$ cat src/rtl/core/atrp_pkg.sv
// types, widths and constants of the accelerometer tilt block
`timescale 1ns / 1ps

package atrp_pkg;

  // field widths
  localparam int unsigned AXW      = 16;
  localparam int unsigned ROLL_W   = 17;
  localparam int unsigned PITCH_W  = 16;
  localparam int unsigned OFF_W    = 13;
  localparam int unsigned DB_W     = 12;

  // configuration port
  localparam int unsigned PADDR_W  = 4;
  localparam int unsigned PDATA_W  = 32;

  // square root datapath
  localparam int unsigned SQ_W     = 2 * AXW - 1;      // one square
  localparam int unsigned SUM_W    = 2 * AXW;          // y^2 + z^2
  localparam int unsigned OPER_SHIFT = 14;             // operands scaled by 2^14
  localparam int unsigned ROOT_W   = (SUM_W + 2 * OPER_SHIFT) / 2;
  localparam int unsigned REM_W    = ROOT_W + 2;
  localparam int unsigned SQ_CELLS = ROOT_W;           // one root bit per cell

  // cordic datapath
  localparam int unsigned CW       = 34;               // vector components
  localparam int unsigned AW       = 26;               // angle, Q16 degrees
  localparam int unsigned ATAN_W   = 23;
  localparam int unsigned ATAN_LEN = 24;
  localparam int unsigned Q8_W     = AW - 8;
  localparam int unsigned ANG_W    = Q8_W + 1;

  localparam logic signed [AW-1:0]    DEG180_Q16   = AW'(180 * 65536);
  localparam logic signed [AW-1:0]    HALF_Q8      = AW'(128);
  localparam logic signed [ANG_W-1:0] ROLL_WRAP_Q8 = ANG_W'(46080);
  localparam logic signed [ANG_W-1:0] FULL_TURN_Q8 = ANG_W'(92160);

  // register reset values
  localparam logic [OFF_W-1:0] ROLL_OFF_RST  = OFF_W'(845);
  localparam logic [OFF_W-1:0] PITCH_OFF_RST = OFF_W'(0);
  localparam logic [DB_W-1:0]  DEADBAND_RST  = DB_W'(512);

  typedef enum logic [1:0] {
    REG_ROLL_BIAS  = 2'd0,
    REG_PITCH_BIAS = 2'd1,
    REG_DEADBAND   = 2'd2
  } cfg_reg_e;

  typedef struct packed {
    logic signed [AXW-1:0] accel_x;
    logic signed [AXW-1:0] accel_y;
    logic signed [AXW-1:0] accel_z;
  } accel_in_t;

  typedef struct packed {
    logic signed [ROLL_W-1:0]  roll_angle;
    logic signed [PITCH_W-1:0] pitch_angle;
  } tilt_out_t;

  typedef struct packed {
    logic signed [OFF_W-1:0] roll_bias;
    logic signed [OFF_W-1:0] pitch_bias;
    logic [DB_W-1:0]         deadband;
  } cfg_t;

  typedef struct packed {
    accel_in_t         accel;
    logic [SUM_W-1:0]  rad;
    logic [REM_W-1:0]  rem;
    logic [ROOT_W-1:0] root;
  } sq_t;

  typedef struct packed {
    logic                 hold;
    logic signed [CW-1:0] x;
    logic signed [CW-1:0] y;
    logic signed [AW-1:0] acc;
  } rot_t;

  typedef struct packed {
    rot_t roll;
    rot_t pitch;
  } cordic_t;

  typedef struct packed {
    logic signed [AW-1:0] roll_acc;
    logic signed [AW-1:0] pitch_acc;
  } ang_t;

  // atan(2^-i) in Q16 degrees, rounded to nearest
  function automatic logic [ATAN_W-1:0] atan_q16(input int unsigned idx);
    logic [ATAN_W-1:0] v;
    case (idx)
      0:       v = ATAN_W'(2949120);
      1:       v = ATAN_W'(1740967);
      2:       v = ATAN_W'(919879);
      3:       v = ATAN_W'(466945);
      4:       v = ATAN_W'(234379);
      5:       v = ATAN_W'(117304);
      6:       v = ATAN_W'(58666);
      7:       v = ATAN_W'(29335);
      8:       v = ATAN_W'(14668);
      9:       v = ATAN_W'(7334);
      10:      v = ATAN_W'(3667);
      11:      v = ATAN_W'(1833);
      12:      v = ATAN_W'(917);
      13:      v = ATAN_W'(458);
      14:      v = ATAN_W'(229);
      15:      v = ATAN_W'(115);
      16:      v = ATAN_W'(57);
      17:      v = ATAN_W'(29);
      18:      v = ATAN_W'(14);
      19:      v = ATAN_W'(7);
      20:      v = ATAN_W'(4);
      21:      v = ATAN_W'(2);
      22:      v = ATAN_W'(1);
      default: v = '0;
    endcase
    return v;
  endfunction

endpackage

$ cat src/rtl/core/atrp_sqrt_cell.sv
// one cell of the square root chain: one root bit per cell
`timescale 1ns / 1ps

module atrp_sqrt_cell import atrp_pkg::*; (
  input  logic clk_i,
  input  logic rst_ni,
  input  logic en_i,
  input  logic valid_i,
  input  sq_t  cell_i,
  output logic valid_o,
  output sq_t  cell_o
);

  logic             valid_q;
  sq_t              cell_q, cell_d;
  logic [REM_W+1:0] cur, trial, diff;
  logic             ge;

  always_comb begin
    cur   = {cell_i.rem, cell_i.rad[SUM_W-1 -: 2]};
    trial = (REM_W + 2)'({cell_i.root, 2'b01});
    diff  = cur - trial;
    ge    = (cur >= trial);
    cell_d       = cell_i;
    cell_d.rad   = {cell_i.rad[SUM_W-3:0], 2'b00};
    cell_d.rem   = ge ? diff[REM_W-1:0] : cur[REM_W-1:0];
    cell_d.root  = {cell_i.root[ROOT_W-2:0], ge};
  end

  always_ff @(posedge clk_i or negedge rst_ni) begin
    if (!rst_ni) begin
      valid_q <= 1'b0;
    end else if (en_i) begin
      valid_q <= valid_i;
    end
  end

  always_ff @(posedge clk_i) begin
    if (en_i) begin
      cell_q <= cell_d;
    end
  end

  assign valid_o = valid_q;
  assign cell_o  = cell_q;

endmodule

$ cat config.mk
export PLATFORM = sky130hd
export DESIGN_NAME = atrp_sqrt_cell
export DESIGN_NICKNAME = d
export VERILOG_FILES = /design/src/rtl/core/atrp_pkg.sv /design/src/rtl/core/atrp_sqrt_cell.sv
export SDC_FILE = /design/constraint.sdc
export NUM_CORES = 1
export LEC_CHECK = 0
export BUFFER_PORTS_ARGS = -buffer_cell sky130_fd_sc_hd__buf_2
export CORE_MARGIN = 2
export CORE_UTILIZATION = 51
export DETAILED_ROUTE_END_ITERATION = 7
export HOLD_SLACK_MARGIN = 0.05
export PLACE_DENSITY = 0.87
export SYNTH_ARGS = -nofsm -noshare
export SYNTH_HDL_FRONTEND = slang
export SYNTH_SLANG_ARGS = --single-unit
$ cat constraint.sdc
create_clock -name clk_i -period 1.4 [get_ports clk_i]
set_clock_uncertainty 0.1 [all_clocks]
set_input_delay 0.07 -clock clk_i [delete_from_list [all_inputs] [get_ports clk_i]]
set_output_delay 0.07 -clock clk_i [all_outputs]
set_load 0.01 [all_outputs]
==> results of run 1 <==
## metal layers
metal / GRT overflow / track usage (%)
met2: 480 / 117
met1: 4 / 84.6
met4: 225 / 114
met3: 7 / 68.8
met5: 0 / 30.0
## repair_timing
| action | CTS |
|---|---|
| setup buffers | 10 |
| hold buffers | 141 |
| gates resized for setup | 76 |
| pin swaps | 8 |
| endpoints found under the hold margin | 166 |
| setup endpoints to repair | 33 |
| cloned | 1 |
## kinds of logic after synthesis
logic type | share of synthesized area (%)
AO/OA/AOI/OAI | 10.9
XOR/XNOR | 4.08
adder cells (fa/ha/maj) | 6.21
buffers and inverters | 3.11
flip-flops | 65.6
multiplexers | 2.45
other | 0.0582
AND/OR/NAND/NOR | 7.57
## stage by stage
step,setup TNS (ns),std cells,hold slack [ns]
4_1_cts,-18.86,1219,0.0683
3_5_place_dp,-35.86,1036,-0.254
3_3_place_gp,-34.22,1036,-0.255
2_1_floorplan,-23.35,480,-0.326
==> results_dict.tcl, run 1 <==
set metrics [dict create \
    dp_hpwl_um 15400 \
    dpl-instance-area_um2 9370 \
    yosysMostFrequentCell "edfxtp_1" \
    io_pins 289 \
    synth_seq_cells 141 \
    synth_enable_flop_cells 140 \
    yosys_warnings 0 \
    cts_root_buf "clkbuf_16" \
    num_rows 41 \
    ys_types 53 \
    yosysTopAreaCell "edfxtp_1" \
    cts.sinks 141 \
    synthFlopType "edfxtp_1" \
    cts_buffers 17 \
    worst_endpoint "cell_o[42]$_DFFE_PP_/D" \
    syn_area_per_cell_um2 13.4 \
    lastStage "global routing" \
    yosysSeqAreaShare_pct 65.6 \
    h-tree-depth 4 \
    status "aborted with a tool error" \
    stop_error "[ERROR GRT-0232] Routing congestion too high. Check the congestion heatmap in the GUI." \
    overflow 716 \
    netlist_area_um2 6440 \
    synth_top_area_share_pct 65.3 \
    synth_area_leaders "edfxtp_1 65%, ha_1 6.2%, a21oi_1 3.5%" \
    netlist_instances 479 \
    grt_max_degree 64 \
    die_w_um 116 \
    start_util_pct 51.7 \
    die_h_um 116 \
    cts_buffer_depth 2 \
    async_reset_ff_share_pct 0.709 \
    synth_common_cells "140 x edfxtp_1, 45 x a21oi_1, 37 x inv_1, 32 x ha_1" \
    grt_usage_pct 93.0 \
    worst-ep-kind "register input" \
    portBuffers 286 \
    gp_congestion 0.896 \
    post-place-ws_ns -1.16 \
]
==> run 2, diff against run 1 <==
CORE_UTILIZATION = 40   (was 51)
HOLD_SLACK_MARGIN = unset   (was 0.05)
PLACE_DENSITY = unset   (was 0.87)
PLACE_DENSITY_LB_ADDON = 0.15   (was unset)
==> run 2 against run 1 <==
Net effect: the flow now finishes, with violations (hold timing, setup timing); synthesized area unchanged; synthesized cell count unchanged.
==> results_dict.tcl, run 2 <==
set metrics [dict create \
    status "complete, but fails checks" \
    violations "hold timing, setup timing" \
    worstHoldPathType "input port to flip-flop" \
    firstDrtPassIters 5 \
    final_cell_mix "271 x buf_2, 140 x edfxtp_1, 139 x dlygate4sd3_1, 111 x buf_4, 27 x nand2_1" \
    layout.nets 1216 \
    max_freq_mhz 494 \
    netlist_area_um2 6440 \
    num_rows 46 \
    synth_top_area_share_pct 65.3 \
    dr.first_iter.drc_count 249 \
    grt_max_degree 47 \
    cts_buffers 17 \
    fill_cells 1019 \
    cp_num_buf_inv 1 \
    grt_pass1_vias 6449 \
    synth_compound_area_share_pct 10.9 \
    yosysMostFrequentCell "edfxtp_1" \
    die_w_um 131 \
    cp-end-kind "flip-flop" \
    ys_types 53 \
    cts_buffer_depth 2 \
    finalCritPeriodShare_pct 145 \
    async_reset_ff_share_pct 0.709 \
    critPathArrivalTime_ns 2.09 \
    yosysSeqAreaShare_pct 65.6 \
    insertion_delay_ns 0.42 \
    ir_worst_vdd_v 0.000732 \
    core_area_um2 15800 \
    largest_reg_flops 140 \
    io_pins 289 \
    grt_pass1_wl_um 32900 \
    cpPeakStageDelay_ns 0.44 \
    worst_path_max_delay_cell "a2111o_1" \
    cap_violations 0 \
    dieArea_um2 17100 \
    die_h_um 131 \
    fin_cells 1268 \
    power_density_nw_per_um2 1080 \
    cts.sinks 141 \
    clk_pin_slew_ns 0.06 \
    drc 0 \
    crit_type "input port to flip-flop" \
    synth_top_family_by_area "compound AO/OA/AOI/OAI gates" \
    fin_ws_ns -0.624 \
    final_common_cell "buf_2" \
    synth.area.mux_share_pct 2.45 \
    synth_common_cells "140 x edfxtp_1, 45 x a21oi_1, 37 x inv_1, 32 x ha_1" \
    drt-vias-per-instance 4.85 \
    crit_chain "buf_6 > ha_4 > a21oi_2 > o31ai_2 > a211o_1 > a2111o_1 > a31oi_4 > o31ai_1 > xor2_1 > mux2_4" \
    cp_top_family "compound AO/OA/AOI/OAI gates" \
    antenna_left 0 \
    dp.cells 1080 \
    overflow 0 \
    syn_area_per_cell_um2 13.4 \
    finalInstanceArea_um2 12100 \
    start_kind "input port" \
    vias 6153 \
    fin_crit_ns 2.02 \
    wire_per_inst_um 17.9 \
    cp.required_ns 1.46 \
    antenna_found_initial 1 \
    synth_xor_area_share_pct 4.08 \
    setup_viol 33 \
    hold_viol_final 1 \
    dpl-instance-area_um2 9420 \
    synthFlopType "edfxtp_1" \
    routed_wirelength_um 22700 \
    cts_tree "done" \
    whs_ns -0.00726 \
    grt_setup_unrepaired "true" \
    gp_congestion 0.836 \
    start_util_pct 40.7 \
    slew_viol_final 0 \
    synth_enable_flop_cells 140 \
    synth_area_leaders "edfxtp_1 65%, ha_1 6.2%, a21oi_1 3.5%" \
    power.leakage_nw 5.25 \
    cts_root_buf "clkbuf_16" \
    cp_max_fo 4 \
    synth_seq_cells 141 \
    portBuffers 286 \
    synth_fa_ha_area_share_pct 6.21 \
    yosys_warnings 0 \
    yosysTopAreaCell "edfxtp_1" \
    grt_usage_pct 25.2 \
    area_growth_pct 88.4 \
    h-tree-depth 4 \
    drive_gt1_share_pct 55.7 \
    dp_hpwl_um 14600 \
    synthSimpleGateAreaFrac_pct 7.57 \
    netlist_instances 479 \
]
[run 2: layout make-up]
cell class	count	area, µm²	area share, %
Sequential cell	141	4230	34.8
Timing Repair Buffer	552	4020	33.1
Multi-Input combinational cell	289	2890	23.8
Clock buffer	18	429	3.54
Tap cell	216	270	2.23
Inverter	37	154	1.27
Clock inverter	14	153	1.26
Antenna cell	1	2.50	0.0206
[run 2: where the power goes]
group	internal (mW)	total, mW	switching (mW)
sequential	5.15	5.27	0.125
clock	2.52	4.45	1.94
combinational	1.82	3.42	1.61
[run 2: logic make-up after synthesis]
group,after synthesis
flip-flops,141
adder cells (fa/ha/maj),32
buffers and inverters,50
AO/OA/AOI/OAI,110
XOR/XNOR,30
other,1
multiplexers,14
AND/OR/NAND/NOR,101
[run 2: what timing repair did]
item | 4_1_cts | 5_1_grt
setup buffers | 13 | 5
gates resized for setup | 92 | 49
pin swaps | 25 | 31
setup endpoints to repair | 33 | 33
cloned | 1 | 0
endpoints found under the hold margin | 153 | 0
hold buffers | 139 | 0
[run 2: path summary, 6_finish.rpt]
check                                         start                    to  slack [ns]  cells after the start
worst max register to register  valid_o$_DFFE_PN0P_   valid_o$_DFFE_PN0P_        0.55                      1
worst min register to register  valid_o$_DFFE_PN0P_   valid_o$_DFFE_PN0P_        0.42                      1
min in group asynchronous                    rst_ni   valid_o$_DFFE_PN0P_        0.40                      3
max in group asynchronous                    rst_ni   valid_o$_DFFE_PN0P_        0.68                      3
worst max-delay path                     cell_i[32]  cell_o[55]$_DFFE_PP_       -0.62                     10
worst min-delay path                     cell_i[30]  cell_o[32]$_DFFE_PP_      -0.007                      4
[run 2: per-stage QoR]
step,power (mW),setup slack [ns],utilization (%),setup TNS [ns]
floorplan,6.74,-0.856,-,-23.35
global placement,8.01,-1.19,59.5,-35.73
detailed placement,8.04,-1.16,59.5,-36.10
CTS,13.0,-0.612,75.4,-17.40
global route,13.7,-0.676,76.7,-19.37
finish,13.1,-0.624,76.7,-17.43
[run 2: routing by layer]
metal	up-vias	wire, µm	track usage (%)
li1	2924	-	-
met1	2965	8990	29.2
met2	224	12000	45.5
met3	40	1250	5.70
met4	0	531	9.82
met5	-	0	0
Power figures use the tool's default switching activity.
==> run 3, diff against run 2 <==
SKIP_CTS_REPAIR_TIMING = 1   (was unset)
==> run 3 against run 2 <==
Net effect: flip-flop and latch count did not move; the run still ends with hold timing, setup timing left; power shrank 0.55%; clock power hardly changed; worst hold slack improved by 0.0024 ns; maximum frequency decreased by 3.1%; sequential share of layout area is 0.41 points higher; final cell count down 0.47%; highest routed layer unchanged; critical path depth unchanged; die area did not move; setup slack got worse by 0.065 ns; global-route usage shrank 4.7 points.
==> results_dict.tcl, run 3 (synthesis gave the netlist of run 2 again) <==
set metrics [dict create \
    reg2reg_to "valid_o$_DFFE_PN0P_" \
    slew_viol_final 0 \
    grt_pass1_wl_um 26600 \
    routed_wirelength_um 22400 \
    worst_path_max_delay_cell "a2111o_1" \
    fin_crit_ns 2.09 \
    use_met3_pct 5.62 \
    drive_gt1_share_pct 55.6 \
    setup_viol 33 \
    cts_buffers 17 \
    cp-end-kind "flip-flop" \
    wire_per_inst_um 17.7 \
    hold_viol_final 2 \
    final_cell_mix "272 x buf_2, 140 x edfxtp_1, 133 x dlygate4sd3_1, 111 x buf_4, 27 x nand2_1" \
    area_growth_pct 86.2 \
    drt-vias-per-instance 4.83 \
    dieArea_um2 17100 \
    dr.first_iter.drc_count 300 \
    cp.required_ns 1.47 \
    fill_cells 1044 \
    h-tree-depth 4 \
    gp_congestion 0.836 \
    r2r_setup_slack_ns 0.55 \
    io_pins 289 \
    crit_chain "buf_4 > ha_4 > nor2_2 > o31ai_2 > a211o_1 > a2111o_1 > a31oi_4 > o21bai_1 > xor2_1 > mux2_4" \
    grt_setup_unrepaired "true" \
    power.leakage_nw 5.21 \
    grt_max_degree 47 \
    ir_worst_vdd_v 0.000828 \
    cts_buffer_depth 2 \
    layout.nets 1210 \
    multi_input_area_um2 2800 \
    drc 0 \
    cts_root_buf "clkbuf_16" \
    largest_reg_flops 140 \
    ff2ff_path_depth 1 \
    max_freq_mhz 479 \
    dp_hpwl_um 14600 \
    post-place-ws_ns -1.16 \
    violations "hold timing, setup timing" \
    overflow 0 \
    cap_violations 0 \
    crit_type "input port to flip-flop" \
    cp_num_buf_inv 1 \
    grt_pass1_vias 5270 \
    final_common_cell "buf_2" \
    whs_endpoint "cell_o[32]$_DFFE_PP_" \
    die_h_um 131 \
    status "complete, but fails checks" \
    hold_depth 4 \
    cp_top_family "compound AO/OA/AOI/OAI gates" \
    gr-usage-met1_pct 24.0 \
    regArea_um2 4230 \
    antenna_found_initial 1 \
    cp_max_fo 4 \
    vias 6096 \
    use_met2_pct 35.8 \
    grt_busiest_layer "met2" \
    power_density_nw_per_um2 1090 \
    worstHoldPathType "input port to flip-flop" \
    portBuffers 286 \
    fin_ws_ns -0.689 \
    grt_usage_pct 20.5 \
    r2r-start "valid_o$_DFFE_PN0P_" \
    start_kind "input port" \
    cts_tree "done" \
    insertion_delay_ns 0.42 \
    firstDrtPassIters 5 \
    critPathArrivalTime_ns 2.15 \
    worstHoldStart "cell_i[30]" \
    clk_pin_slew_ns 0.07 \
    start_util_pct 40.7 \
    cpPeakStageDelay_ns 0.49 \
    whs_ns -0.00482 \
    antenna_left 0 \
    num_rows 46 \
    die_w_um 131 \
    fin_tns_setup_ns -18.08 \
    cts.sinks 141 \
    finalCritPeriodShare_pct 149 \
    core_area_um2 15800 \
]
[run 3: per-stage QoR]
| stage | total power [mW] | utilization (%) | instance area (µm²) | std cells |
|---|---|---|---|---|
| global route | 13.6 | 75.8 | 12000 | 1262 |
| global placement | 8.01 | 59.5 | 9420 | 1080 |
| finish | 13.1 | 75.8 | 12000 | 1262 |
| CTS | 12.5 | 63.2 | 10000 | 1112 |
| floorplan | 6.74 | - | 6960 | 480 |
| detailed placement | 8.04 | 59.5 | 9420 | 1080 |
[run 3: routing by layer]
metal	wire length (µm)	share of wire, %
met1	8720	39
met3	1440	6.4
met2	11500	51
met5	0	0
met4	745	3.3
[run 3: how the worst max path moves through the flow]
stage	start	end	slack, ns	cells after the start
2_1_floorplan	cell_i[32]	cell_o[55]$_DFFE_PP_	-0.86	9
3_3_place_gp	cell_i[24]	cell_o[59]$_DFFE_PP_	-1.19	11
3_5_place_dp	cell_i[17]	cell_o[53]$_DFFE_PP_	-1.16	13
4_1_cts	cell_i[6]	cell_o[59]$_DFFE_PP_	-0.74	10
5_1_grt	cell_i[30]	cell_o[51]$_DFFE_PP_	-0.78	10
6_report	cell_i[30]	cell_o[51]$_DFFE_PP_	-0.69	10
[run 3: where the power goes]
group,internal (mW),switching [mW]
sequential,5.15,0.122
clock,2.52,1.95
combinational,1.78,1.56
total,9.44,3.64
[run 3: final cells by class]
| type | instances | area share (%) |
|---|---|---|
| Sequential cell | 141 | 35.3 |
| Inverter | 37 | 1.28 |
| Clock inverter | 14 | 1.27 |
| Timing Repair Buffer | 546 | 33.0 |
| Tap cell | 216 | 2.25 |
| Antenna cell | 1 | 0.0209 |
| Clock buffer | 18 | 3.58 |
| Multi-Input combinational cell | 289 | 23.3 |
