### config.mk
export PLATFORM = sky130hd
export DESIGN_NAME = atrp_post
export DESIGN_NICKNAME = d
export VERILOG_FILES = /design/src/rtl/core/atrp_pkg.sv /design/src/rtl/core/atrp_post.sv
export SDC_FILE = /design/constraint.sdc
export NUM_CORES = 1
export LEC_CHECK = 0
export BUFFER_PORTS_ARGS = -buffer_cell sky130_fd_sc_hd__buf_2
export CAP_MARGIN = 20
export CORE_UTILIZATION = 39
export CTS_BUF_LIST = sky130_fd_sc_hd__clkbuf_2
export DETAILED_ROUTE_END_ITERATION = 16
export PLACE_DENSITY = 0.59
export SLEW_MARGIN = 20
export SYNTH_ARGS = -nofsm -noshare
export SYNTH_HDL_FRONTEND = slang
export SYNTH_SLANG_ARGS = --single-unit
### constraint.sdc
create_clock -name clk_i -period 6.2 [get_ports clk_i]
set_clock_uncertainty 0.15 [all_clocks]
set_input_delay 0.93 -clock clk_i [delete_from_list [all_inputs] [get_ports clk_i]]
set_output_delay 0.93 -clock clk_i [all_outputs]
set_load 0.01 [all_outputs]
### src/rtl/core/atrp_pkg.sv
// types, widths and constants of the accelerometer tilt block
`timescale 1ns / 1ps

package atrp_pkg;

  // field widths
  localparam int unsigned AXW      = 16;
  localparam int unsigned ROLL_W   = 17;
  localparam int unsigned PITCH_W  = 16;
  localparam int unsigned OFF_W    = 13;
  localparam int unsigned DB_W     = 12;

  // configuration port
  localparam int unsigned PADDR_W  = 4;
  localparam int unsigned PDATA_W  = 32;

  // square root datapath
  localparam int unsigned SQ_W     = 2 * AXW - 1;      // one square
  localparam int unsigned SUM_W    = 2 * AXW;          // y^2 + z^2
  localparam int unsigned OPER_SHIFT = 14;             // operands scaled by 2^14
  localparam int unsigned ROOT_W   = (SUM_W + 2 * OPER_SHIFT) / 2;
  localparam int unsigned REM_W    = ROOT_W + 2;
  localparam int unsigned SQ_CELLS = ROOT_W;           // one root bit per cell

  // cordic datapath
  localparam int unsigned CW       = 34;               // vector components
  localparam int unsigned AW       = 26;               // angle, Q16 degrees
  localparam int unsigned ATAN_W   = 23;
  localparam int unsigned ATAN_LEN = 24;
  localparam int unsigned Q8_W     = AW - 8;
  localparam int unsigned ANG_W    = Q8_W + 1;

  localparam logic signed [AW-1:0]    DEG180_Q16   = AW'(180 * 65536);
  localparam logic signed [AW-1:0]    HALF_Q8      = AW'(128);
  localparam logic signed [ANG_W-1:0] ROLL_WRAP_Q8 = ANG_W'(46080);
  localparam logic signed [ANG_W-1:0] FULL_TURN_Q8 = ANG_W'(92160);

  // register reset values
  localparam logic [OFF_W-1:0] ROLL_OFF_RST  = OFF_W'(845);
  localparam logic [OFF_W-1:0] PITCH_OFF_RST = OFF_W'(0);
  localparam logic [DB_W-1:0]  DEADBAND_RST  = DB_W'(512);

  typedef enum logic [1:0] {
    REG_ROLL_BIAS  = 2'd0,
    REG_PITCH_BIAS = 2'd1,
    REG_DEADBAND   = 2'd2
  } cfg_reg_e;

  typedef struct packed {
    logic signed [AXW-1:0] accel_x;
    logic signed [AXW-1:0] accel_y;
    logic signed [AXW-1:0] accel_z;
  } accel_in_t;

  typedef struct packed {
    logic signed [ROLL_W-1:0]  roll_angle;
    logic signed [PITCH_W-1:0] pitch_angle;
  } tilt_out_t;

  typedef struct packed {
    logic signed [OFF_W-1:0] roll_bias;
    logic signed [OFF_W-1:0] pitch_bias;
    logic [DB_W-1:0]         deadband;
  } cfg_t;

  typedef struct packed {
    accel_in_t         accel;
    logic [SUM_W-1:0]  rad;
    logic [REM_W-1:0]  rem;
    logic [ROOT_W-1:0] root;
  } sq_t;

  typedef struct packed {
    logic                 hold;
    logic signed [CW-1:0] x;
    logic signed [CW-1:0] y;
    logic signed [AW-1:0] acc;
  } rot_t;

  typedef struct packed {
    rot_t roll;
    rot_t pitch;
  } cordic_t;

  typedef struct packed {
    logic signed [AW-1:0] roll_acc;
    logic signed [AW-1:0] pitch_acc;
  } ang_t;

  // atan(2^-i) in Q16 degrees, rounded to nearest
  function automatic logic [ATAN_W-1:0] atan_q16(input int unsigned idx);
    logic [ATAN_W-1:0] v;
    case (idx)
      0:       v = ATAN_W'(2949120);
      1:       v = ATAN_W'(1740967);
      2:       v = ATAN_W'(919879);
      3:       v = ATAN_W'(466945);
      4:       v = ATAN_W'(234379);
      5:       v = ATAN_W'(117304);
      6:       v = ATAN_W'(58666);
      7:       v = ATAN_W'(29335);
      8:       v = ATAN_W'(14668);
      9:       v = ATAN_W'(7334);
      10:      v = ATAN_W'(3667);
      11:      v = ATAN_W'(1833);
      12:      v = ATAN_W'(917);
      13:      v = ATAN_W'(458);
      14:      v = ATAN_W'(229);
      15:      v = ATAN_W'(115);
      16:      v = ATAN_W'(57);
      17:      v = ATAN_W'(29);
      18:      v = ATAN_W'(14);
      19:      v = ATAN_W'(7);
      20:      v = ATAN_W'(4);
      21:      v = ATAN_W'(2);
      22:      v = ATAN_W'(1);
      default: v = '0;
    endcase
    return v;
  endfunction

endpackage

### src/rtl/core/atrp_post.sv
// rounding to q8, offsets, roll wrap and deadband over four stages
`timescale 1ns / 1ps

module atrp_post import atrp_pkg::*; (
  input  logic      clk_i,
  input  logic      rst_ni,
  input  logic      en_i,
  input  logic      valid_i,
  input  ang_t      ang_i,
  input  cfg_t      cfg_i,
  output logic      valid_o,
  output tilt_out_t data_o
);

  logic [3:0] v_q;

  logic signed [AW-1:0]    roll_rnd, pitch_rnd;
  logic signed [Q8_W-1:0]  a_roll_q, a_pitch_q;
  logic signed [ANG_W-1:0] b_roll_d, b_pitch_d, b_roll_q, b_pitch_q;
  logic signed [ANG_W-1:0] c_roll_d, c_roll_q, c_pitch_q;
  tilt_out_t               d_data_d, d_data_q;

  function automatic logic below_db(input logic signed [ANG_W-1:0] v,
                                    input logic [DB_W-1:0] db);
    logic [ANG_W-1:0] mag;
    mag = v[ANG_W-1] ? ANG_W'(-v) : ANG_W'(v);
    return (mag < ANG_W'(db));
  endfunction

  always_comb begin
    roll_rnd  = ang_i.roll_acc + HALF_Q8;
    pitch_rnd = ang_i.pitch_acc + HALF_Q8;

    b_roll_d  = ANG_W'(a_roll_q) + ANG_W'($signed(cfg_i.roll_bias));
    b_pitch_d = ANG_W'(a_pitch_q) + ANG_W'($signed(cfg_i.pitch_bias));

    // roll above half a turn goes to the negative side
    c_roll_d = (b_roll_q > ROLL_WRAP_Q8) ? (b_roll_q - FULL_TURN_Q8) : b_roll_q;

    d_data_d.roll_angle  = below_db(c_roll_q, cfg_i.deadband) ? '0
                                                               : c_roll_q[ROLL_W-1:0];
    d_data_d.pitch_angle = below_db(c_pitch_q, cfg_i.deadband) ? '0
                                                                : c_pitch_q[PITCH_W-1:0];
  end

  always_ff @(posedge clk_i or negedge rst_ni) begin
    if (!rst_ni) begin
      v_q <= '0;
    end else if (en_i) begin
      v_q <= {v_q[2:0], valid_i};
    end
  end

  always_ff @(posedge clk_i) begin
    if (en_i) begin
      a_roll_q  <= roll_rnd[AW-1:8];
      a_pitch_q <= pitch_rnd[AW-1:8];
      b_roll_q  <= b_roll_d;
      b_pitch_q <= b_pitch_d;
      c_roll_q  <= c_roll_d;
      c_pitch_q <= b_pitch_q;
      d_data_q  <= d_data_d;
    end
  end

  assign valid_o = v_q[3];
  assign data_o  = d_data_q;

endmodule

==> metrics.txt, run 1 <==
CP Depth=10; crit-path max FO=17; reg2reg end=data_o[24]$_SDFFCE_PN0P_; crit path cell chain=nor4_2, nand3_1, o31ai_1, xnor2_1, ha_1, and4_1, a21oi_1, nand4_1, a2111oi_4, a21boi_0; met1 GRT Util=20.4%; Cell Area, Synth=0.00862 mm^2; leak pwr=3.73 nW; Starting Density=39.6%; Tot Pwr=0.00247 W; Final ANT Viol Nets=0; Worst setup EP type=register; most used routing layer=met2; asr flop ratio synth=2.68%; H-tree levels=4; Layout area overhead=13.2%; Post-synth top flop=edfxtp_1; FMAX=0.271 GHz; row count=54; post-DP HPWL=11800 um; Cell Int Power=0.00170 W; GRT overflow=0; Buffers & Inverters on Critical Path=0; Clock Power Share=21.4%; max incr delay on CP=620 ps; RSZ-0062 raised after global routing=no; total die area=0.0227 mm^2; DRT Pass-1 Iters=4; CTS resizes=0; fin crit share=59.6%; pre-CTS setup slack=2450 ps; Die Y=151 um; Ports=128; startpoint class of the critical path=register; CTS tree=done; clk sink count=149; CP arrival=3990 ps; core area=0.0218 mm^2; IO buf count=113; sw power=0.000772 W; PnR worst setup slack=2500 ps; worst hold stages=0; Avg Inst Size Synth=11.7 um^2; status=finished clean; Yosys warning count=0; FF+latch count, synth=149; Die W=151 um; wire per inst=13.4 um; Worst IR Drop VDD=0.117 mV; commonest non-fill, non-tap cell in the layout=edfxtp_1; Slew headroom=46.2%; Core Util, Final=44.9%; Final Hold Viols=0; most frequent cells in the layout=edfxtp_1, buf_2, xnor2_1; WS Path Type=register to register; share of cells above drive strength 1=20.0%; Worst Setup EP=data_o[24]$_SDFFCE_PN0P_; CTS Buf Count=17; Mapped Cells=735; 1st-iter DRT viols=309; initial antenna violation count=1; post-synth net total=896; share of the yosys chip area belonging to registers=51.7%; worst-skew pair later-pin latency=700 ps; RR Startpoint=c_roll_q[6]$_DFFE_PP_; maximum buffer depth of the clock tree=2; critical path's top delay family=compound AO/OA/AOI/OAI gates; routability cong.=0.844; reg2reg setup slack=2500 ps; Hold Crit Class=register to register; Worst Max-Slew Pin Slew=807 ps; CP startpoint=c_roll_q[6]$_DFFE_PP_; number of global-route vias before repair=5471; DR vias=5752; nets=1021; Net Sw Frac=31.3%; final wirelength=15500 um; sequential share of power=55.3%; Max Slew Vio Count=0; CP Data Required Time=6500 ps; GRT Overall Usage=14.5%; DRC viols=0; first-pass GRT wire length=25800 um; MaxCap Viol Count=0; Crit-path slowest cell=a2111oi_4; Pwr Density=253 mW/mm^2; Vias/cell=4.98; Comb power frac=23.3%; met2 usage=21.7%; Setup TNS=0 ps; Worst Reg-to-Reg Cells=10; final setup vio count=0; root buffer cell=clkbuf_2; grt met3 use=3.30%; Tmin final=3700 ps; largest net degree at the start of global routing=94; unique cell type count in the Yosys netlist=67; Worst-path clk slew=240 ps; Post-synth EDFFs=145
[state kept, by name, summed over array words and instances (netlist names)]
signal,cells
a_pitch_q,18
a_roll_q,18
b_pitch_q,19
b_roll_q,19
c_pitch_q,19
c_roll_q,19
data_o,33
v_q,4
[repair_timing]
action | CTS | global route
endpoints found under the setup margin | 0 | 0
hold endpoints to repair | 4 | 0
hold buffers | 1 | 0
setup buffers | 0 | 0
[through the flow]
step	area [um^2]	cells	hold slack, ps
floorplan	8620	735	250
global placement	9500	1120	253
detailed placement	9520	1120	255
CTS	9760	1153	180
global route	9760	1154	183
finish	9760	1154	284
[power groups by stage]
stage	clock network (W)	registers (W)	logic [W]
2_1_floorplan	0	0.00136	0.000422
3_3_place_gp	0	0.00139	0.000570
3_5_place_dp	0	0.00139	0.000580
4_1_cts	0.000556	0.00137	0.000583
5_1_grt	0.000590	0.00138	0.000659
6_report	0.000528	0.00136	0.000576
[area by class of cell]
cell class,count,area [um^2]
Antenna cell,1,2.50
Clock buffer,17,85.1
Clock inverter,15,148
Fill cell,2092,12000
Inverter,36,135
Multi-Input combinational cell,539,3980
Sequential cell,149,4450
Tap cell,280,350
Timing Repair Buffer,117,604
[how the worst min path moves through the flow]
| stage | start | end | slack, ps |
|---|---|---|---|
| 2_1_floorplan | b_pitch_q[0]$_DFFE_PP_ | c_pitch_q[0]$_DFFE_PP_ | 250 |
| 3_3_place_gp | b_pitch_q[13]$_DFFE_PP_ | c_pitch_q[13]$_DFFE_PP_ | 250 |
| 3_5_place_dp | b_pitch_q[10]$_DFFE_PP_ | c_pitch_q[10]$_DFFE_PP_ | 250 |
| 4_1_cts | valid_i | v_q[0]$_DFFE_PN0P_ | 180 |
| 5_1_grt | valid_i | v_q[0]$_DFFE_PN0P_ | 180 |
| 6_report | b_pitch_q[3]$_DFFE_PP_ | c_pitch_q[3]$_DFFE_PP_ | 280 |
[cell usage after synthesis (all sizes together), types with 5 or more instances]
| cell type | count | area, um^2 |
|---|---|---|
| a211oi | 6 | 50.1 |
| a21boi | 28 | 236 |
| a21o | 9 | 67.6 |
| a21oi | 49 | 257 |
| and4 | 6 | 52.6 |
| clkbuf | 7 | 26.3 |
| edfxtp | 145 | 4350 |
| ha | 65 | 813 |
| inv | 36 | 135 |
| nand2 | 45 | 169 |
| nand2b | 11 | 68.8 |
| nand3 | 29 | 145 |
| nand4 | 14 | 87.6 |
| nor2 | 34 | 128 |
| nor2b | 6 | 37.5 |
| nor3 | 13 | 65.1 |
| nor4 | 8 | 56.3 |
| o21a | 5 | 37.5 |
| o21ai | 35 | 175 |
| o21bai | 7 | 52.6 |
| o31ai | 10 | 75.1 |
| o41ai | 5 | 51.3 |
| or3 | 5 | 31.3 |
| or4 | 5 | 45.0 |
| xnor2 | 78 | 683 |
| xor2 | 12 | 105 |
[layer usage]
layer  wire length (um)  part of all wire, %
met4                237                  1.5
met5                  0                    0
met3                757                  4.9
met1               7940                   51
met2               6570                   42
[logic make-up (layout without fill, tap and decap cells)]
group / count (synthesis) / after routing / share of synthesized area (%)
buffers and inverters: 47 / 185 / 2.31
muxes: 5 / 5 / 0.638
adders and majority gates: 67 / 67 / 9.90
xor gates and xnor gates: 90 / 90 / 9.14
DFF: 149 / 149 / 51.7
other: 0 / 1 / 0
AOI/OAI and AO/OA: 183 / 183 / 14.5
and+or+nand+nor: 194 / 194 / 11.8
(Power assumes the default switching activity.)
==> inputs of run 2 (changes only) <==
--- a/config.mk
+++ b/config.mk
@@ -5,6 +5,7 @@
 export SDC_FILE = /design/constraint.sdc
 export NUM_CORES = 1
 export LEC_CHECK = 0
+export ABC_AREA = 1
 export BUFFER_PORTS_ARGS = -buffer_cell sky130_fd_sc_hd__buf_2
 export CAP_MARGIN = 20
 export CORE_UTILIZATION = 39
==> constraint.sdc (replaced) <==
create_clock -name clk_i -period 3.6 [get_ports clk_i]
set_clock_uncertainty 0.15 [all_clocks]
set_input_delay 0.54 -clock clk_i [delete_from_list [all_inputs] [get_ports clk_i]]
set_output_delay 0.54 -clock clk_i [all_outputs]
set_load 0.01 [all_outputs]
==> metrics.txt, run 2 <==
GRT Overall Usage=15.3% (+0.73 points); Post-synth EDFFs=145 (unchanged); routability cong.=0.859 (+1.8%); sw power=0.00141 W (+83%); worst hold stages=3 (+3); Worst Max-Slew Pin Slew=577 ps (-230 ps); final setup vio count=0 (unchanged); CTS Buf Count=17 (unchanged); Worst-path clk slew=250 ps (about the same); Post-synth top flop=edfxtp_1; leak pwr=4.74 nW (+27%); DRT Pass-1 Iters=5 (+1); core area=0.0227 mm^2 (+4.4%); row count=55 (+1.9%); Final ANT Viol Nets=0 (unchanged); Net Sw Frac=31.9% (+0.64 points); most frequent cell after synthesis=nand2_1; DR vias=6691 (+16%); number of global-route vias before repair=6344 (+16%); sequential share of power=51.5% (-3.8 points); Pwr Density=416 mW/mm^2 (+65%); maximum buffer depth of the clock tree=2 (unchanged); area leader, netlist=edfxtp_1; Worst setup EP type=register; clk sink count=149 (unchanged); FF+latch count, synth=149 (unchanged); worst-skew pair later-pin latency=750 ps (+50 ps); Die W=154 um (+2.3%); Worst Reg-to-Reg Cells=16 (+6); max incr delay on CP=450 ps (-170 ps); Avg Inst Size Synth=9.55 um^2 (-19%); Placed Instances=1340 (+20%); MaxCap Viol Count=0 (unchanged); IO buf count=113 (unchanged); Synth top area share=48.2% (-2.3 points); DRC viols=0 (unchanged); Final Hold Viols=0 (unchanged); FMAX=0.319 GHz (+18%); Tot Pwr=0.00443 W (+79%); CTS tree=done; share of the yosys chip area belonging to registers=49.3% (-2.4 points); Final Non-Filler Cells=1417 (+23%); status=finished clean; Hold Worst Slack=60.3 ps (-224 ps); Core Util, Final=46.9% (+2.0 points); met1 GRT Util=20.5% (+0.087 points); Hold Crit Class=input pin to register; most frequent cells in the layout=nand2_1, edfxtp_1, buf_2; 1st-iter DRT viols=300 (-2.9%); most used routing layer=met2; CTS resizes=0 (unchanged); Post-synth top cells=nand2_1, edfxtp_1, inv_1; CP most frequent cell=nand2_1; unique cell type count in the Yosys netlist=37 (-45%); Die Y=154 um (+2.3%); first-pass GRT wire length=29000 um (+12%); asr flop ratio synth=2.68% (unchanged); total die area=0.0238 mm^2 (+4.7%); crit-path max FO=16 (-1); Clock Power Share=23.0% (+1.6 points); GRT overflow=0 (unchanged); post-synth net total=1107 (+24%); met2 usage=24.6% (+2.9 points); Starting Density=39.8% (+0.16 points); nets=1279 (+25%); Ports=128 (unchanged); Cell Int Power=0.00302 W (+78%); Vias/cell=4.72 (-5.3%); Yosys warning count=0 (unchanged); max reg flops=33 (unchanged); post-DP HPWL=13600 um (+15%); # fillers=2174 (+3.9%); startpoint class of the critical path=register; Tmin final=3130 ps (-562 ps); grt met3 use=3.33% (+0.031 points); share of cells above drive strength 1=17.9% (-2.1 points); crit path cell chain=inv_1, ha_1, nand3_1, nor2_2, a31oi_1, xor2_1, ha_1, nand2_1, nor2_1, and2_1, nand2_1, nand3_1, nand2_1, nand3_2, nor2_4, a21oi_1; RSZ-0062 raised after global routing=no; WS Path Type=register to register; Slew headroom=61.5% (+15 points); CP arrival=3490 ps (-500 ps); Worst IR Drop VDD=0.170 mV (+45%); largest net degree at the start of global routing=68 (-28%); Max Slew Vio Count=0 (unchanged); Comb power frac=25.5% (+2.2 points); root buffer cell=clkbuf_2; Cell Area, Synth=0.00904 mm^2 (+4.8%); Area contributors post-synth=edfxtp_1, ha_1, nand2_1; Crit-path slowest cell=edfxtp_1; CP Data Required Time=3950 ps (-2550 ps); Setup TNS=0 ps (unchanged); final wirelength=17300 um (+11%); Layout area overhead=17.8%; wire per inst=12.2 um (-9.3%); fin crit share=87.0% (+27 points); H-tree levels=4 (unchanged); Mapped Cells=946 (+29%); commonest non-fill, non-tap cell in the layout=nand2_1; initial antenna violation count=1 (unchanged)
==> run 2: final cells by class <==
class	count	area, um^2	share of cell area (%)
clock inverter	15	178	1.67
tap	285	357	3.35
inverter	102	383	3.60
clock buffer	17	85.1	0.799
timing repair buffer	160	1050	9.84
antenna	1	2.50	0.0235
multi-input combinational	688	4140	38.9
sequential	149	4450	41.8
==> run 2: power groups by stage <==
stage               registers (W)  clock network [W]  logic, W
floorplan                 0.00231                  0  0.000769
global placement          0.00232                  0   0.00108
detailed placement        0.00233                  0   0.00110
CTS                       0.00229            0.00105   0.00114
global route              0.00231            0.00112   0.00130
finish                    0.00228            0.00102   0.00113
==> run 2: metrics by stage <==
step | setup WS, ps | area [um^2]
after detailed placement | 476 | 9940
final | 467 | 10600
after floorplan | 883 | 9040
after global routing | 122 | 10600
after global placement | 496 | 9940
after CTS | 441 | 10600
==> run 2: logic make-up (layout without fill, tap and decap cells) <==
kind of cell    Yosys count  count (layout)  synth area share [%]
compound gates          125             125                  7.85
xor+xnor                 83              83                  8.04
fa+ha+maj                67              67                  9.44
buf+inv                 109             294                  4.91
flops                   149             149                  49.3
mux                       2               2                 0.249
other cells               0               1                     0
simple gates            411             411                  20.2
==> run 2: routing by layer <==
layer	part of all wire [%]	routed length, um
met1	50	8620
met4	1.4	238
met3	3.9	680
met2	45	7730
met5	0	0
==> run 2: worst max-delay path: cells and delay by family (launching register included) <==
kind,cells,cell delay (ps)
AOI/OAI and AO/OA,2,270
xor gates and xnor gates,1,160
adders and majority gates,2,500
buffers and inverters,1,100
DFF,1,450
and+or+nand+nor,10,1270
==> run 2: timing repair <==
item                      4_1_cts  5_1_grt
hold buffers                   43        1
buffers inserted                0        0
hold endpoints to repair       43        1
==> run 2: worst paths after layout <==
kind / start / end / slack [ps]
max: c_pitch_q[1]$_DFFE_PP_ / data_o[3]$_SDFFCE_PN0P_ / 470
min: ang_i[36] / a_roll_q[2]$_DFFE_PP_ / 60
max reg2reg: c_pitch_q[1]$_DFFE_PP_ / data_o[3]$_SDFFCE_PN0P_ / 470
min reg2reg: b_pitch_q[12]$_DFFE_PP_ / c_pitch_q[12]$_DFFE_PP_ / 270
max in group asynchronous: rst_ni / v_q[1]$_DFFE_PN0P_ / 2600
min in group asynchronous: rst_ni / v_q[2]$_DFFE_PN0P_ / 500
==> inputs of run 3 (changes only) <==
--- a/config.mk
+++ b/config.mk
@@ -8,10 +8,12 @@
 export ABC_AREA = 1
 export BUFFER_PORTS_ARGS = -buffer_cell sky130_fd_sc_hd__buf_2
 export CAP_MARGIN = 20
+export CELL_PAD_IN_SITES_DETAIL_PLACEMENT = 0
+export CELL_PAD_IN_SITES_GLOBAL_PLACEMENT = 1
 export CORE_UTILIZATION = 39
 export CTS_BUF_LIST = sky130_fd_sc_hd__clkbuf_2
 export DETAILED_ROUTE_END_ITERATION = 16
-export PLACE_DENSITY = 0.59
+export PLACE_DENSITY = 0.73
 export SLEW_MARGIN = 20
 export SYNTH_ARGS = -nofsm -noshare
 export SYNTH_HDL_FRONTEND = slang
==> metrics.txt, run 3 (synthesis results as in run 2) <==
wire per inst=12.2 um (+0.12%); CP startpoint=c_pitch_q[1]$_DFFE_PP_; initial antenna violation count=1 (unchanged); CP arrival=3430 ps (-60 ps); CTS tree=done; Tmin final=3090 ps (-38.5 ps); Worst Max-Slew Pin Slew=655 ps (+78.4 ps); crit-path max FO=16 (unchanged); core area=0.0227 mm^2 (unchanged); Worst setup EP type=register; Max Slew Vio Count=0 (unchanged); clk sink count=149 (unchanged); CTS Buf Count=17 (unchanged); DP Area=0.00994 mm^2 (unchanged); DR vias=6607 (-1.3%); Ports=128 (unchanged); Pwr Density=408 mW/mm^2 (-1.9%); routability cong.=0.800 (-6.8%); root buffer cell=clkbuf_2; DRT Pass-1 Iters=4 (-1); worst-skew pair later-pin latency=710 ps (-40 ps); Die Y=154 um (unchanged); leak pwr=4.75 nW (+0.31%); FMAX=0.323 GHz (+1.2%); 1st-iter DRT viols=286 (-4.7%); IO buf count=113 (unchanged); commonest non-fill, non-tap cell in the layout=nand2_1; max reg flops=33 (unchanged); Final ANT Viol Nets=0 (unchanged); crit path cell chain=inv_1, ha_1, nand3_1, nor2_2, a31oi_1, xor2_1, ha_1, nand2_1, nor2_1, and2_1, nand2_1, nand3_1, nand2_1, nand3_2, nor2_4, a21oi_1; Layout area overhead=17.8% (about the same); # fillers=2221 (+2.2%); post-DP HPWL=13700 um (+0.50%); reg2reg setup slack=510 ps (+40 ps); Starting Density=39.8% (unchanged); H-tree levels=4 (unchanged); RR Startpoint=c_pitch_q[1]$_DFFE_PP_; CTS resizes=0 (unchanged); PnR worst setup slack=505 ps (+38.5 ps); Worst IR Drop VDD=0.183 mV (+7.4%); Placed Instances=1340 (unchanged); hold path start=cfg_i[13]; CP Data Required Time=3930 ps (-20 ps); Design Area, Final=0.0106 mm^2 (about the same); Die W=154 um (unchanged); Final Hold Viols=0 (unchanged); first-pass GRT wire length=29000 um (-0.31%); Hold Crit Class=input pin to register; Vias/cell=4.65 (-1.5%); number of global-route vias before repair=6118 (-3.6%); nets=1282 (+0.23%); GRT overflow=0 (unchanged); Slew headroom=56.3% (-5.2 points); final wirelength=17300 um (+0.34%); DRC viols=0 (unchanged); total die area=0.0238 mm^2 (unchanged); Worst-path clk slew=250 ps (about the same); Setup TNS=0 ps (unchanged); RSZ-0062 raised after global routing=no; WS Path Type=register to register; GRT Overall Usage=15.3% (+0.045 points); status=finished clean; MaxCap Viol Count=0 (unchanged); maximum buffer depth of the clock tree=2 (unchanged); final setup vio count=0 (unchanged); pre-CTS setup slack=480 ps (+3.86 ps); share of cells above drive strength 1=18.0% (+0.041 points); row count=55 (unchanged); startpoint class of the critical path=register; most frequent cells in the layout=nand2_1, edfxtp_1, buf_2; fin crit share=86.0% (-1.1 points); Crit-path slowest cell=edfxtp_1; Tot Pwr=0.00435 W (-1.9%); max incr delay on CP=430 ps (-20 ps); Final Non-Filler Cells=1420 (+0.21%); CP most frequent cell=nand2_1; largest net degree at the start of global routing=72 (+5.9%)
-- run 3: cell types whose count changed in the layout (fill, tap and decap cells not counted), sizes merged --
cell | previous run | this run
bufinv | 3 | 0
clkinv | 5 | 1
dlygate4sd3 | 44 | 47
clkinvlp | 4 | 0
inv | 105 | 116
-- run 3: final timing paths --
path	endpoint	cells after the start
worst min register to register	c_pitch_q[12]$_DFFE_PP_	0
worst min-delay path	b_pitch_q[1]$_DFFE_PP_	2
worst max-delay path	data_o[3]$_SDFFCE_PN0P_	16
min in group asynchronous	v_q[1]$_DFFE_PN0P_	3
max in group asynchronous	v_q[2]$_DFFE_PN0P_	3
worst max register to register	data_o[3]$_SDFFCE_PN0P_	16
-- run 3: final cells by class --
class	count	area, um^2	area share (%)
Antenna cell	1	2.50	0.0235
Clock buffer	17	85.1	0.799
Clock inverter	15	149	1.40
Inverter	102	383	3.60
Multi-Input combinational cell	688	4140	38.9
Sequential cell	149	4450	41.8
Tap cell	285	357	3.35
Timing Repair Buffer	163	1080	10.1
-- run 3: where the power goes --
part           internal (W)  switching, W
registers           0.00218      0.000104
logic              0.000452      0.000678
clock network      0.000232      0.000704
total               0.00286       0.00149
-- run 3: stage by stage --
stage	utilization, %	hold WS (ps)
after detailed placement	43.8	203
after CTS	46.9	13.0
after global placement	43.8	201
after global routing	46.9	25.9
final	46.9	95.7
after floorplan	-	94.4
-- run 3: critical path: cells and delay by family, from the launching register on --
family          cells  cell delay, ps
fa+ha+maj           2             520
buf+inv             1             130
simple gates       10            1260
flops               1             430
compound gates      2             240
xor+xnor            1             160
-- run 3: metal layers --
layer  track usage (%)  share of wire [%]  vias up
met5                 0                  0        -
met3              2.94                4.3       20
met1              22.1                 52     2869
met4              5.57                1.7        0
met2              22.8                 42      148
li1                  -                  -     3570
-- run 3: what timing repair did --
action	CTS	global route
hold buffers	47	0
buffers inserted	0	0
hold endpoints to repair	44	0
